$ cat config.mk
export PLATFORM = sky130hd
export DESIGN_NAME = tsc_cmd_queue
export DESIGN_NICKNAME = d
export VERILOG_FILES = /design/src/rtl/tsc_pkg.sv /design/src/rtl/tsc_cmd_queue.sv
export SDC_FILE = /design/constraint.sdc
export NUM_CORES = 1
export LEC_CHECK = 0
export ABC_AREA = 1
export BUFFER_PORTS_ARGS = -buffer_cell sky130_fd_sc_hd__buf_2
export CAP_MARGIN = 5
export CORE_UTILIZATION = 35
export DETAILED_ROUTE_END_ITERATION = 8
export SYNTH_ARGS = -nofsm -noshare
export SYNTH_HDL_FRONTEND = slang
export SYNTH_SLANG_ARGS = --single-unit
$ cat constraint.sdc
create_clock -name aclk -period 2.8 [get_ports aclk]
set_clock_uncertainty 0.15 [all_clocks]
set_input_delay 0.28 -clock aclk [delete_from_list [all_inputs] [get_ports aclk]]
set_output_delay 0.28 -clock aclk [all_outputs]
set_load 0.01 [all_outputs]
$ cat src/rtl/tsc_pkg.sv
// shared types and constants for the test sequence controller
package tsc_pkg;

    // default number of command queue entries
    localparam int QUEUE_DEPTH_DEF = 8;

    // command code width as stored in the queue
    localparam int CMD_W = 4;

    // command codes
    typedef enum logic [CMD_W-1:0] {
        CMD_NONE      = 4'd0,
        CMD_START     = 4'd1,
        CMD_CHIP_IN   = 4'd2,
        CMD_LOT_OK    = 4'd3,
        CMD_LOT_BAD   = 4'd4,
        CMD_READ_FAIL = 4'd5,
        CMD_CASSETTE  = 4'd6,
        CMD_MEAS_DONE = 4'd7,
        CMD_CALC_DONE = 4'd8,
        CMD_RESET     = 4'd9
    } cmd_t;

    // inspection sequence states
    typedef enum logic [3:0] {
        ST_IDLE      = 4'd0,
        ST_WAIT_CHIP = 4'd1,
        ST_VALIDATE  = 4'd2,
        ST_WAIT_CAS  = 4'd3,
        ST_READY     = 4'd4,
        ST_MEASURING = 4'd5,
        ST_CALC      = 4'd6,
        ST_RESULT    = 4'd7,
        ST_ERROR     = 4'd8
    } seq_state_t;

    // lot verdict codes
    localparam logic [1:0] LOT_VALID   = 2'd0;
    localparam logic [1:0] LOT_INVALID = 2'd1;

    // queue requests from the sequencer
    typedef struct packed {
        logic push;
        logic pop;
    } queue_ctrl_t;

endpackage

$ cat src/rtl/tsc_cmd_queue.sv
// command queue: single-port-write, registered-read memory with pointers and fill count
module tsc_cmd_queue #(
    parameter int QUEUE_DEPTH = tsc_pkg::QUEUE_DEPTH_DEF,
    parameter int CNT_W       = $clog2(QUEUE_DEPTH + 1)
) (
    input  logic                     aclk,
    input  logic                     aresetn,
    input  tsc_pkg::queue_ctrl_t     ctrl,
    input  logic [tsc_pkg::CMD_W-1:0] wr_data,
    output logic [tsc_pkg::CMD_W-1:0] rd_data,
    output logic [CNT_W-1:0]         count,
    output logic                     full
);

    localparam int PTR_W = $clog2(QUEUE_DEPTH);
    localparam logic [PTR_W-1:0] PTR_LAST = PTR_W'(QUEUE_DEPTH - 1);
    localparam logic [CNT_W-1:0] CNT_FULL = CNT_W'(QUEUE_DEPTH);

    logic [tsc_pkg::CMD_W-1:0] mem [QUEUE_DEPTH];
    logic [tsc_pkg::CMD_W-1:0] rd_data_reg;
    logic [PTR_W-1:0]          wr_ptr_reg;
    logic [PTR_W-1:0]          wr_ptr_next;
    logic [PTR_W-1:0]          rd_ptr_reg;
    logic [PTR_W-1:0]          rd_ptr_next;
    logic [CNT_W-1:0]          count_reg;
    logic [CNT_W-1:0]          count_next;
    logic                      do_push;
    logic                      do_pop;
    logic                      empty;

    assign full    = (count_reg == CNT_FULL);
    assign empty   = (count_reg == '0);
    assign do_push = ctrl.push && !full;
    assign do_pop  = ctrl.pop && !empty;
    assign count   = count_reg;
    assign rd_data = rd_data_reg;

    // pointer wrap and fill count update
    always_comb begin
        wr_ptr_next = wr_ptr_reg;
        rd_ptr_next = rd_ptr_reg;
        count_next  = count_reg;
        if (do_push) begin
            wr_ptr_next = (wr_ptr_reg == PTR_LAST) ? '0 : wr_ptr_reg + 1'b1;
        end
        if (do_pop) begin
            rd_ptr_next = (rd_ptr_reg == PTR_LAST) ? '0 : rd_ptr_reg + 1'b1;
        end
        if (do_push && !do_pop) begin
            count_next = count_reg + 1'b1;
        end else if (do_pop && !do_push) begin
            count_next = count_reg - 1'b1;
        end
    end

    always_ff @(posedge aclk) begin
        if (!aresetn) begin
            wr_ptr_reg <= '0;
            rd_ptr_reg <= '0;
            count_reg  <= '0;
        end else begin
            wr_ptr_reg <= wr_ptr_next;
            rd_ptr_reg <= rd_ptr_next;
            count_reg  <= count_next;
        end
    end

    // storage write and registered read
    always_ff @(posedge aclk) begin
        if (do_push) begin
            mem[wr_ptr_reg] <= wr_data;
        end
        if (do_pop) begin
            rd_data_reg <= mem[rd_ptr_reg];
        end
    end

    // the sequencer never pushes into a full queue
    a_no_push_full: assert property (@(posedge aclk) disable iff (!aresetn)
        ctrl.push && !ctrl.pop |-> !full)
        else $error("push while queue full");

    // the sequencer never pops an empty queue
    a_no_pop_empty: assert property (@(posedge aclk) disable iff (!aresetn)
        ctrl.pop |-> !empty)
        else $error("pop while queue empty");

    // fill count advances on an accepted push without a pop
    a_count_track: assert property (@(posedge aclk) disable iff (!aresetn)
        do_push && !do_pop |=> count_reg == $past(count_reg) + 1'b1)
        else $error("fill count did not advance on push");

endmodule

======== Yosys cells after proc, flatten, opt, wreduce, memory -nomap -nowiden ========
Memory sizes are Yosys's and may differ from the RTL's. A register that Yosys moved wholly into a read port is not among the register bits.
Index checks and enable logic that the tools add are counted.
operators by class
  reduce and logical (&&, ||, !) cells .... 10
  eq/ne operators ......................... 3
  $add $sub $neg .......................... 4
  multiplexer cells ....................... 6
operators by type and width
  kind                                                                 count
  4-bit two-way mux                                                    2
  3-bit by 1-bit adder with 3-bit output (second input constant)       2
  3-bit equality test (second input constant)                          2
  3-bit two-way mux                                                    2
  4-bit by 1-bit adder with 4-bit output (second input constant)       1
  4-bit equality test (second input constant)                          1
  1-bit logical AND                                                    4
  1-bit zero test                                                      4
  4-bit zero test                                                      1
  4-bit by 1-bit subtractor with 4-bit output (second input constant)  1
  1-bit two-way mux                                                    2
  2-bit nonzero test                                                   1
storage, ports and cells
  output and inout port bits .............. 9
  bits of input ports ..................... 8
  memories kept ........................... 1
  word-level logic and storage cells ...... 27
  memory bits (writable) .................. 32
  register bits ........................... 10
memories
  name  words  bits a word  read ports  clocked after memory_dff  wr ports  line                 source
  mem   8      4            1           1                         1         tsc_cmd_queue.sv:19  logic [tsc_pkg::CMD_W-1:0] mem [QUEUE_DEPTH];

======== Longest topological paths before layout ========
  depth in word-level cells ............... 7
  gate-level depth with buffers ........... 14

======== Least setup slack after synthesis ========
Ideal clock, no wire load.
  kind .................................... flip-flop to flip-flop
  start point ............................. reg count_reg[0] (netlist: count[0])
  end point ............................... reg count_reg[3] (netlist: count[3])
  setup slack ............................. 674 ps
  arrival ................................. 1867 ps
  path buffers ............................ 0
  library setup time ...................... 109 ps
  required time ........................... 2541 ps
  cell stages (with the launch flop) ...... 13
  clock period less this slack ............ 2126 ps
  path through ............................ dfxtp_1 nor2_2 nand3_2 nand2_2 inv_1 ha_1 inv_1 ha_1 or2_2 nand3_1 nand3_1 nand2_1 inv_1
between the ends
  longest elaborated chain between the ends .. 6
  elaborated cells between the ends (all ways) .. 15
ends and longest elaborated chain
  element                       line                 source
  start: declaration            tsc_cmd_queue.sv:25  logic [CNT_W-1:0] count_reg;
  start signal: assignment      tsc_cmd_queue.sv:64  count_reg <= count_next;
  4-bit equality test (*)       tsc_cmd_queue.sv:31  assign full = (count_reg == CNT_FULL);
  1-bit zero test (*)           tsc_cmd_queue.sv:33  assign do_push = ctrl.push && !full;
  1-bit logical AND (*)         tsc_cmd_queue.sv:33
  named net do_push             tsc_cmd_queue.sv:27  logic do_push;
  1-bit zero test               tsc_cmd_queue.sv:51  end else if (do_pop && !do_push) begin
  1-bit logical AND             tsc_cmd_queue.sv:51
  2-bit nonzero test (no line)  -
Mark *: on every way through the listed nets, which the timed path passes. The rest lies on a longest branch. The select of a mux whose other input is x is not followed.
A chain may end at the register's enable or synchronous reset.

======== Worst setup path in the final report ========
Ends and elaborated chain as after synthesis.

==> impl_results.md <==
- Outcome: finished clean
- Internal Dissipation: 1290 uW
- Die width: between 70 and 80 um
- Row cnt: 27
- Initial antenna violation count: 0
- #FFs+latches synth: 46
- Pin count of the biggest net entering global routing: 17
- Fmax: 441 MHz
- Max-Cap Viols: 0
- Clock root cell: clkbuf_8
- Register area share after synthesis: 62.8%
- Combinational share of power: 33.4%
- Die area: about 0.0061 mm2
- Worst skew pair latency: 0.29 ns
- Max FFs per register: 32
- Number of synthesized flops with an enable pin: 36
- FFs w/ async S/R, synth: 0%
- Mean Syn Cell Area: 10.1 um2
- Required @ worst endpoint: 2.85 ns
- Gr ovfl total: 0
- Unique masters post-synth: 20
- Register area: 0.00128 mm2
- Tmin final: around 2.3 ns
- Setup repair bufs after CTS: 0
- Post-Route WL: between 3000 and 4000 um
- Fin util: a little over 40%
- Switch share: 35.6%
- Hold_buf cts: 0
- Final count of hold timing violations: 0
- Number of H-tree levels: 2
- Post-DP HPWL: 2510 um
- Startpoint Class: flop
- Starting DRT DRC Count: 56
- CP Max Fanout: 5
- Buffers on Ports: 16
- TritonCTS buffer count: 5
- Worst hold slack: 0.116 ns
- YS warnings: 0
- Final max-slew violation count: 0
- Pwr per Cell Area: 886 mW/mm2
- First-pass GRT wire length: 5910 um
- Crit Path Category: reg -> reg
- Synth top area cells: edfxtp_1 53%, nor2_1 10%, dfxtp_1 9.8%, nand2_1 6.3%, ha_1 4.3%
- Post_cts resized: 0
- Critical Path AT: 2.32 ns
- HP Class: in -> reg
- Worst-case clock buffer depth: 2
- Top Ports: 17
- Syn nets: 218
- Diodes inserted: 0
- Crit share post-route: between 80% and 90%
- Core Area: 0.00557 mm2
- Total number of vias: 1,319
- Vias per inst: around 4.5
- TritonRoute pass-1 iters: 4
- Unrepaired setup endpoints after global routing: false
- Vias in the first global route: 1,246
- Yosys top cell by area: edfxtp_1
- TritonCTS clock tree: yes
- Synth cell count leaders: 56 x nor2_1, 36 x edfxtp_1, 34 x nand2_1
- DIE HEIGHT: 78.3 um
- Antenna viol nets, final: 0
- FILL cells: between 500 and 600
- Critical Path End Type: flop
- Setup tns final: 0 ns
- P_leak: 0.000937 uW
- Slew @ Worst Pin: 0.466 ns
- Nets@finish: 238
- Starting Density: 36.6%
- Slew headroom: 68.9%
- Setup violators final: 0
- Placer Congestion: 0.867
- Fraction of layout cells with a size suffix above 1: 13.5%
- Wirelength per Cell: 11.7 um
- Peak VDD IR: 0.375 mV
- Drt drc: 0
- Cells after Synth: around 200
- Cell with the most instances after synthesis: nor2_1
- Flop pwr share: 47.7%
- Clock Sinks: 46
- Post-Syn Area: between 0.002 and 0.0025 mm2
- Multi-input logic area: around 660 um2
- Layout area overhead: 10.7%
- Post-layout power: between 1500 and 2000 uW
- Top cell type's share of synthesized area: between 50 and 60%
- Clock transition at path regs: 0.08 ns
- Clock group share of total power: 18.9%
- Total Routing Usage GR: between 10% and 20%
- P_sw: 713 uW
- Top FF cell, synth: edfxtp_1
## power groups by stage
stage	Combinational (uW)	Sequential [uW]	Clock [uW]
final	669	953	378
after global routing	778	973	422
after CTS	679	955	390
after detailed placement	676	970	0
after global placement	669	969	0
after floorplan	513	966	0
## cell type report
cell class,instances,area share (%)
timing repair buffer,17,3.88
sequential,46,56.8
tap,72,3.99
clock inverter,2,0.388
inverter,16,2.66
multi-input combinational,136,29.1
clock buffer,6,3.22
## cell families (layout without fill, tap and decap cells)
group           Yosys count  after routing  synth area share [%]
compound gates           26             26                  6.38
xor+xnor                  2              2                 0.859
fa+ha+maj                 8              8                  5.28
buf+inv                  20             41                  4.97
flops                    46             46                  62.8
simple gates            100            100                  19.7
## stage by stage
stage	area, um2	setup WS (ns)	instances
after floorplan	2040	0.674	202
after global placement	2180	0.605	287
after detailed placement	2180	0.563	287
after CTS	2260	0.536	295
after global routing	2260	0.331	295
final	2260	0.532	295
## cell usage in the layout, fill, tap and decap left out
cell type	n
a21oi_1	3
fa_1	1
clkbuf_1	1
nor2_1	56
nor2_2	1
ha_1	7
xor2_1	2
inv_2	1
clkbuf_8	5
nand2_1	34
nand3_1	4
nand3_2	1
or2_2	1
dfxtp_1	10
nand2_2	2
o21ai_0	13
clkinv_2	1
buf_4	1
or2_4	1
clkinv_1	1
o21ai_1	10
buf_2	16
inv_1	15
edfxtp_1	36
## final timing paths
path	start	slack, ns	end	depth (start not counted)
max	count[0]	0.53	count[3]	12
min	wr_data[2]	0.12	mem[7][2]	1
max reg2reg	count[0]	0.53	count[3]	12
min reg2reg	wr_ptr_reg[0]	0.37	wr_ptr_reg[0]	2
## routing by layer
metal  global-route usage [%]  up-vias  wire length [um]
met5                        0        -                 0
met4                     7.22        0                71
met3                     4.19        4               101
met2                     21.9       21              1680
met1                     15.2      592              1590
li1                         -      702                 -
## critical path: stages (launching register included)
cell and delay [ns]:
dfxtp_1 0.38, nor2_2 0.16, nand3_2 0.10, nand2_2 0.11, inv_1 0.09, ha_1 0.21, inv_1 0.14, ha_1 0.27
or2_2 0.32, nand3_1 0.09, nand3_1 0.07, nand2_1 0.06, inv_1 0.03
No activity file was read; power rests on OpenSTA's default activity.
